==> config.mk <==
export PLATFORM = sky130hd
export DESIGN_NAME = bpr_ctrl
export DESIGN_NICKNAME = d
export VERILOG_FILES = /design/src/rtl/core/bpr_pkg.sv /design/src/rtl/core/bpr_ctrl.sv
export SDC_FILE = /design/constraint.sdc
export NUM_CORES = 1
export LEC_CHECK = 0
export BUFFER_PORTS_ARGS = -buffer_cell sky130_fd_sc_hd__buf_2
export CORE_MARGIN = 2
export CORE_UTILIZATION = 45
export CTS_BUF_LIST = sky130_fd_sc_hd__clkbuf_4 sky130_fd_sc_hd__clkbuf_8 sky130_fd_sc_hd__clkbuf_16
export DETAILED_ROUTE_END_ITERATION = 8
export RECOVER_POWER = 100
export SKIP_CTS_REPAIR_TIMING = 1
export SLEW_MARGIN = 15
export SYNTH_ARGS = -nofsm -noshare
export SYNTH_HDL_FRONTEND = slang
export SYNTH_SLANG_ARGS = --single-unit
==> constraint.sdc <==
create_clock -name i_clk -period 4.3 [get_ports i_clk]
set_input_delay 0.215 -clock i_clk [delete_from_list [all_inputs] [get_ports i_clk]]
set_output_delay 0.215 -clock i_clk [all_outputs]
set_load 0.05 [all_outputs]
==> src/rtl/core/bpr_pkg.sv <==
// ----------------------------------------------------------------------------
// bpr_pkg
// Shared widths, result selects and the controller-to-datapath command beat.
// ----------------------------------------------------------------------------
`timescale 1ns / 1ps

package bpr_pkg;

    localparam int VALUE_W = 63;   // coefficient width
    localparam int N_W     = 7;    // request field width
    localparam int ROW_W   = 8;    // row counter, holds n + 1

    typedef enum logic [1:0] {
        RES_ZERO,
        RES_SAT,
        RES_MEM
    } t_res_sel;

    typedef struct packed {
        logic     rd_en;     // read entries col and col-1
        logic     wb_en;     // write the sum back to col next cycle
        logic     clr_en;    // initialize entry col
        logic     clr_one;   // initialize to one instead of zero
        logic     ovf_clr;   // drop the overflow flag of the last request
        logic     res_load;  // latch the result beat
        t_res_sel res_sel;
    } t_dp_cmd;

endpackage

==> src/rtl/core/bpr_ctrl.sv <==
// ----------------------------------------------------------------------------
// bpr_ctrl
// Sequencer: range checks, row clear sweep, row and column walk, result read.
// ----------------------------------------------------------------------------
`timescale 1ns / 1ps

module bpr_ctrl #(
    parameter int MAX_N     = 127,
    parameter int ROW_DEPTH = 64,
    localparam int AW = (ROW_DEPTH > 1) ? $clog2(ROW_DEPTH) : 1
) (
    input  logic                     i_clk,
    input  logic                     i_rst_n,
    input  logic                     start,
    input  logic [bpr_pkg::N_W-1:0]  i_set_size,
    input  logic [bpr_pkg::N_W-1:0]  i_pick_count,
    output logic                     busy,
    output logic                     o_done,
    output bpr_pkg::t_dp_cmd         o_cmd,
    output logic [AW-1:0]            o_col
);
    import bpr_pkg::*;

    typedef enum logic [2:0] {
        S_IDLE,
        S_CLEAR,
        S_ROW,
        S_COL,
        S_READ,
        S_FIN
    } t_state;

    t_state           r_state;
    logic [N_W-1:0]   r_n;
    logic [AW-1:0]    r_r;
    logic [ROW_W-1:0] r_row;
    logic [AW-1:0]    r_col;
    logic             r_done;

    logic [N_W-1:0]   diff;
    logic [N_W-1:0]   red_pick;
    logic             pick_gt_set;
    logic             cap_fail;
    logic [AW-1:0]    top;
    logic             accept;

    // Reduce the pick and check capacity
    assign accept      = start && (r_state == S_IDLE);
    assign pick_gt_set = i_set_size < i_pick_count;
    assign diff        = i_set_size - i_pick_count;
    assign red_pick    = (diff < i_pick_count) ? diff : i_pick_count;
    assign cap_fail    = (ROW_W'(i_set_size) > ROW_W'(MAX_N))
                      || (ROW_W'(red_pick) >= ROW_W'(ROW_DEPTH));

    // Last column of the current row
    assign top = (r_row < ROW_W'(r_r)) ? r_row[AW-1:0] : r_r;

    // Decode commands from state
    always_comb begin
        o_cmd = '0;
        o_cmd.res_sel = RES_MEM;
        unique case (r_state)
            S_IDLE: begin
                if (accept) begin
                    o_cmd.ovf_clr  = 1'b1;
                    o_cmd.res_load = pick_gt_set || cap_fail;
                    o_cmd.res_sel  = pick_gt_set ? RES_ZERO : RES_SAT;
                end
            end
            S_CLEAR: begin
                o_cmd.clr_en  = 1'b1;
                o_cmd.clr_one = (r_col == '0);
            end
            S_ROW: begin
            end
            S_COL: begin
                o_cmd.rd_en = 1'b1;
                o_cmd.wb_en = 1'b1;
            end
            S_READ: begin
                o_cmd.rd_en = 1'b1;
            end
            S_FIN: begin
                o_cmd.res_load = 1'b1;
                o_cmd.res_sel  = RES_MEM;
            end
            default: begin
            end
        endcase
    end

    // Advance state, counters and the result strobe
    always_ff @(posedge i_clk) begin
        if (!i_rst_n) begin
            r_state <= S_IDLE;
            r_n     <= '0;
            r_r     <= '0;
            r_row   <= '0;
            r_col   <= '0;
            r_done  <= 1'b0;
        end else begin
            // strobe after a refused request or after the final read
            r_done <= (r_state == S_FIN)
                   || (accept && (pick_gt_set || cap_fail));
            unique case (r_state)
                S_IDLE: begin
                    if (accept && !(pick_gt_set || cap_fail)) begin
                        r_n     <= i_set_size;
                        r_r     <= red_pick[AW-1:0];
                        r_col   <= '0;
                        r_state <= S_CLEAR;
                    end
                end
                S_CLEAR: begin
                    if (r_col == r_r) begin
                        r_row   <= ROW_W'(1);
                        r_state <= S_ROW;
                    end else begin
                        r_col <= r_col + AW'(1);
                    end
                end
                S_ROW: begin
                    if (r_row > ROW_W'(r_n)) begin
                        r_col   <= r_r;
                        r_state <= S_READ;
                    end else if (top == '0) begin
                        r_row <= r_row + ROW_W'(1);
                    end else begin
                        r_col   <= top;
                        r_state <= S_COL;
                    end
                end
                S_COL: begin
                    if (r_col == AW'(1)) begin
                        r_row   <= r_row + ROW_W'(1);
                        r_state <= S_ROW;
                    end else begin
                        r_col <= r_col - AW'(1);
                    end
                end
                S_READ: begin
                    r_state <= S_FIN;
                end
                S_FIN: begin
                    r_state <= S_IDLE;
                end
                default: begin
                    r_state <= S_IDLE;
                end
            endcase
        end
    end

    assign busy   = (r_state != S_IDLE);
    assign o_done = r_done;
    assign o_col  = r_col;

endmodule

# Yosys cells after proc, flatten, opt, wreduce, memory -nomap -nowiden
# Index checks and enable logic that the tools add are counted.
[classes] addsub=4 n_lt_le_gt_ge=5 eq_ne=15 mux=26 reduce_logical=17
[op_table] op="two-way mux 6 bit" count=6
[op_table] op="two-way mux 8 bit" count=4
[op_table] op="case mux 6 bit (4 select lines)" count=1
[op_table] op="case mux 8 bit (3 select lines)" count=1
[op_table] op="two-way mux 3 bit" count=5
[op_table] op="case mux 3 bit (5 select lines)" count=1
[op_table] op="< comparator 7 bit" count=2
[op_table] op="zero test 6 bit" count=2
[op_table] op="!= test 2 bit (second input constant)" count=6
[op_table] op="AND reduction 5 bit" count=2
[op_table] op="adder 8 x 1 -> 8 bit (second input constant)" count=1
[op_table] op="> comparator 8 x 7 -> 1 bit" count=1
[op_table] op="< comparator 8 x 6 -> 1 bit" count=1
[op_table] op=">= comparator 7 bit (second input constant)" count=1
[op_table] op="two-way mux 7 bit" count=1
[op_table] op="subtractor 7 bit" count=1
[op_table] op="adder 6 x 1 -> 6 bit (second input constant)" count=1
[op_table] op="== test 3 x 2 -> 1 bit (second input constant)" count=2
[op_table] op="== test 3 bit (second input constant)" count=2
[op_table] op="== test 6 x 1 -> 1 bit (second input constant)" count=1
[op_table] op="== test 6 bit" count=1
[op_table] op="case mux 3 bit (2 select lines)" count=1
[op_table] op="nonzero test 3 bit" count=2
[op_table] op="subtractor 6 x 1 -> 6 bit (second input constant)" count=1
[op_table] op="14 further kinds" count=20
[word_totals] regBits=31 in_bits=17 output_inout_bits=16 wordCells=73

# Logic depth before layout (Yosys ltp)
[logic_depth] ltp_word=9 mapped_depth=17 depth_no_buf=16

# Least setup slack after synthesis
# No wires, ideal clock.
[synth_path] path_type="input to register" start="input port i_set_size[0] in the netlist's numbering" end="register r_done, in the netlist o_done" setup_ps=61 arrival_time_ps=3243 required_time_ps=4239 slack_ps=996 cell_stages=15 n_path_buf=0 path_cell_list="inv_1 > ha_1 > inv_1 > fa_1 > a211oi_1 > nor4b_1 > nor3_1 > inv_1 > ha_1 > a21oi_1 > nand3_1 > or2_2 > o211ai_1 > a32o_1 > and2_1"
[synth_via] elab_chain_cells=7 word_cells_on_any_way=8
[synth_lines] element="start: declaration" line="bpr_ctrl.sv:15" source="input logic [bpr_pkg::N_W-1:0] i_set_size,"
[synth_lines] element="subtractor 7 bit" line="bpr_ctrl.sv:50" source="assign diff = i_set_size - i_pick_count;"
[synth_lines] element="< comparator 7 bit" line="bpr_ctrl.sv:51" source="assign red_pick = (diff < i_pick_count) ? diff : i_pick_count;"
[synth_lines] element="two-way mux 7 bit" line="bpr_ctrl.sv:51"
[synth_lines] element=">= comparator 7 bit" line="bpr_ctrl.sv:53" source="|| (ROW_W'(red_pick) >= ROW_W'(ROW_DEPTH));"
[synth_lines] element="logical OR 1 bit (*)" line="bpr_ctrl.sv:104" source="|| (accept && (pick_gt_set || cap_fail));"
[synth_lines] element="logical AND 1 bit (*)" line="bpr_ctrl.sv:104"
[synth_lines] element="logical OR 1 bit (*)" line="bpr_ctrl.sv:104"
[synth_lines] element="end signal: assignment" line="bpr_ctrl.sv:103" source="r_done <= (r_state == S_FIN)"
[synth_lines] element="end: declaration" line="bpr_ctrl.sv:38" source="logic r_done;"
# Mark *: on every way between the ends. The rest lies on a longest branch, timed or not.
# A chain may end at the register's enable or synchronous reset.

==> impl_metrics.csv <==
group,metric,value,unit
outcome,outcome,"complete, no violations",
pwr,leakagePower,0.00130,uW
setup_path,cp_common_cell,"inv_1",
timing,setup_viol,0,
floorplanning,die_y,81.1,um
synth,yosys_warnings,0,
final_layout,diodes,0,
place,gp_congestion,0.829,
route,drtPass1Iterations,4,
global_route,gr-total-overflow,0,
global_route,antenna_found_initial,0,
place,placed_cells,438,
place,io_buffers,32,
synth,ys_ff_latch,31,
timing,maxSlewViolCount,0,
final_layout,fin_cells,446,
clock_network,clock_latency,0.29,ns
global_route,grt_max_degree,22,
floorplanning,start_util,46.0,%
floorplanning,ios,33,
route,drc,0,
synth,synth_ff_type,"dfxtp_1",
pwr,peakVddDrop,203,uV
run,maxCapViolCount,0,
synth,synth-async-reset-ratio,0,%
setup_path,crit_required,4.09,ns
setup_path,cp.buffers_inverters,5,
setup_path,path_cells,"clkbuf_1 -> inv_1 -> ha_1 -> inv_1 -> fa_1 -> a211oi_1 -> nor4b_1 -> nor3_1 -> inv_1 -> ha_1 -> a21oi_1 -> nand3_1 -> or2_2 -> o211ai_1 -> a32o_1 -> clkbuf_1",
final_layout,nets,418,
timing,fin_worst_skew,0.0116,ns
route,drtAntennaViolNets,0,
clock_network,clk_pin_slew,0.07,ns
floorplanning,fp-row-count,28,
route,via_count,2523,
floorplanning,core-area,5820,um^2
setup_path,cpPeakStageDelay,0.47,ns
setup_path,cp.arrival,3.59,ns
synth,synth_top_area_share,23.2,%
synth,synth_edf_count,0,
hold_path,hp-class,"in -> reg",
floorplanning,dieArea,6570,um^2
route,drt_first_iter_violations,126,
route,wl_per_cell,15.4,um
final_layout,final_common_cell,"nor2_1",
route,vias_per_cell,5.66,
setup_path,crit_family,"adder cells",
synth,synth-seq-area-share,23.2,%
synth,synthTopCellsByArea,"dfxtp_1, ha_1, mux2i_1",
timing,clock.fmax,263,MHz
global_route,grt_pass1_wl,11400,um
setup_path,critical_path.endpoint_type,"output port",
timing,final-hold-violation-count,0,
final_layout,area_growth,10.6,%
clock_network,clock_sinks,31,
setup_path,crit_path_start_kind,"input pin",
timing,finalSetupTns,0,ns
route,wirelength,6880,um
place,dp_hpwl,5220,um
synth,yosysTopAreaCell,"dfxtp_1",
synth,netlist_area,2670,um^2
timing,fin_crit,3.80,ns
floorplanning,die_x,81.1,um
setup_path,critPathMaxFanout,4,
synth,synthDistinctLibCells,56,
synth,syn_nets,392,
synth,synth_area_per_cell,7.77,um^2
clock_network,numCtsBuffers,5,
final_layout,final_cell_mix,"nor2_1, dfxtp_1, ha_1",
setup_path,worstSetupPathType,"in -> out",
clock_network,cts_buffer_depth,2,
timing,slew_headroom,51.7,%
final_layout,fillers,613,
clock_network,cts_htree_levels,2,
setup_path,slowest_stage,"clkbuf_1",
timing,finalCritPeriodShare,88.4,%
global_route,grtUsageTotal,22.6,%
clock_network,cts_root_buf,"clkbuf_8",
timing,worst_pin_slew,0.721,ns
global_route,grt_pass1_vias,2333,
final_layout,drive_above_1_share,9.43,%
timing,rsz0062_at_grt,"false",
clock_network,cts_tree,"built",
pwr,power_density,382,nW/um^2
synth,syn_inst,344,
[worst reg2reg max path, delay by kind of cell, from the launching register on]
| family | cells | cell delay, ns |
|---|---|---|
| AOI/OAI and AO/OA | 5 | 1.38 |
| adders and majority gates | 1 | 0.32 |
| DFF | 1 | 0.53 |
| muxes | 2 | 0.70 |
[routing by layer]
metal	part of all wire (%)	GRT usage (%)	vias to the layer above
met5	0	0	-
met4	1.0	8.31	0
met3	4.7	3.89	4
met2	46	36.7	62
met1	49	29.9	1153
li1	-	-	1304
[per-stage QoR]
stage	utilization [%]	worst slack [ns]	instance area, um^2	hold slack [ns]	total power (uW)
3_3_place_gp	49.5	0.647	2880	0.480	839
3_5_place_dp	49.5	0.541	2880	0.487	840
6_report	50.9	0.499	2960	0.209	1130
4_1_cts	51.5	0.705	2990	0.199	1150
5_1_grt	50.9	0.222	2960	0.237	1210
2_1_floorplan	-	0.996	2670	0.359	738
[synth_stat cells (2+ instances only)]
library cell / instances
a32o_1: 2
xor2_1: 9
nor3b_1: 2
nor3_1: 8
buf_2: 5
clkbuf_1: 8
o211ai_1: 4
nor4_1: 7
nand4_1: 6
ha_1: 30
or3_1: 2
and2_1: 4
a211oi_1: 7
o21ai_0: 18
o31ai_1: 2
dfxtp_1: 31
o21a_1: 7
nor2b_1: 4
nor4b_1: 2
mux2i_1: 13
a21boi_0: 3
xnor2_1: 3
nand2_1: 28
a31oi_1: 3
clkinv_1: 2
nand3_1: 8
inv_1: 27
or3b_1: 2
a21oi_1: 22
nand3b_1: 2
nand2b_1: 5
nor2_1: 33
o221a_2: 6
a21o_1: 3
and3_1: 5
[cells by family (layout without fill, tap and decap cells)]
| logic type | Yosys count | after routing | synth area share [%] |
|---|---|---|---|
| AO/OA/AOI/OAI | 93 | 93 | 24.3 |
| XOR/XNOR | 12 | 12 | 3.93 |
| multiplexers | 14 | 14 | 5.29 |
| AND/OR/NAND/NOR | 120 | 120 | 22.2 |
| buffers and inverters | 43 | 70 | 6.27 |
| flip-flops | 31 | 31 | 23.2 |
| adder cells (fa/ha/maj) | 31 | 31 | 14.8 |
[report_power, final]
| group | total, uW | switching (uW) | internal (uW) |
|---|---|---|---|
| clock network | 303 | 115 | 188 |
| logic | 486 | 320 | 166 |
| registers | 340 | 33.1 | 307 |
[area by class of cell]
cell class | instances | area, um^2 | share of cell area [%]
clock buffers | 6 | 82.6 | 2.79
clock inverters | 2 | 35.0 | 1.18
inverters | 29 | 109 | 3.68
multi-input cells | 270 | 1870 | 63.3
flip-flops and latches | 31 | 621 | 21.0
well taps | 75 | 93.8 | 3.17
repair buffers | 33 | 145 | 4.91
[state kept, by name (all words and copies together), names as in the netlist]
| register | cells |
|---|---|
| r_row | 8 |
| o_col | 6 |
| r_r | 6 |
| r_state | 3 |
| o_done | 1 |
| r_n | 7 |
[path summary, 6_finish.rpt]
kind	slack, ns	cells past startpoint	from	endpoint
max	0.50	16	i_set_size[0]	o_cmd[2]
min	0.21	3	i_set_size[2]	r_n[2]$_SDFFE_PN0P_
max reg2reg	1.30	8	r_row[3]$_SDFFE_PN0P_	o_col[0]$_SDFFE_PN0P_
min reg2reg	0.50	2	r_n[5]$_SDFFE_PN0P_	r_n[5]$_SDFFE_PN0P_
Note: power is estimated with default switching activity, not from simulation.
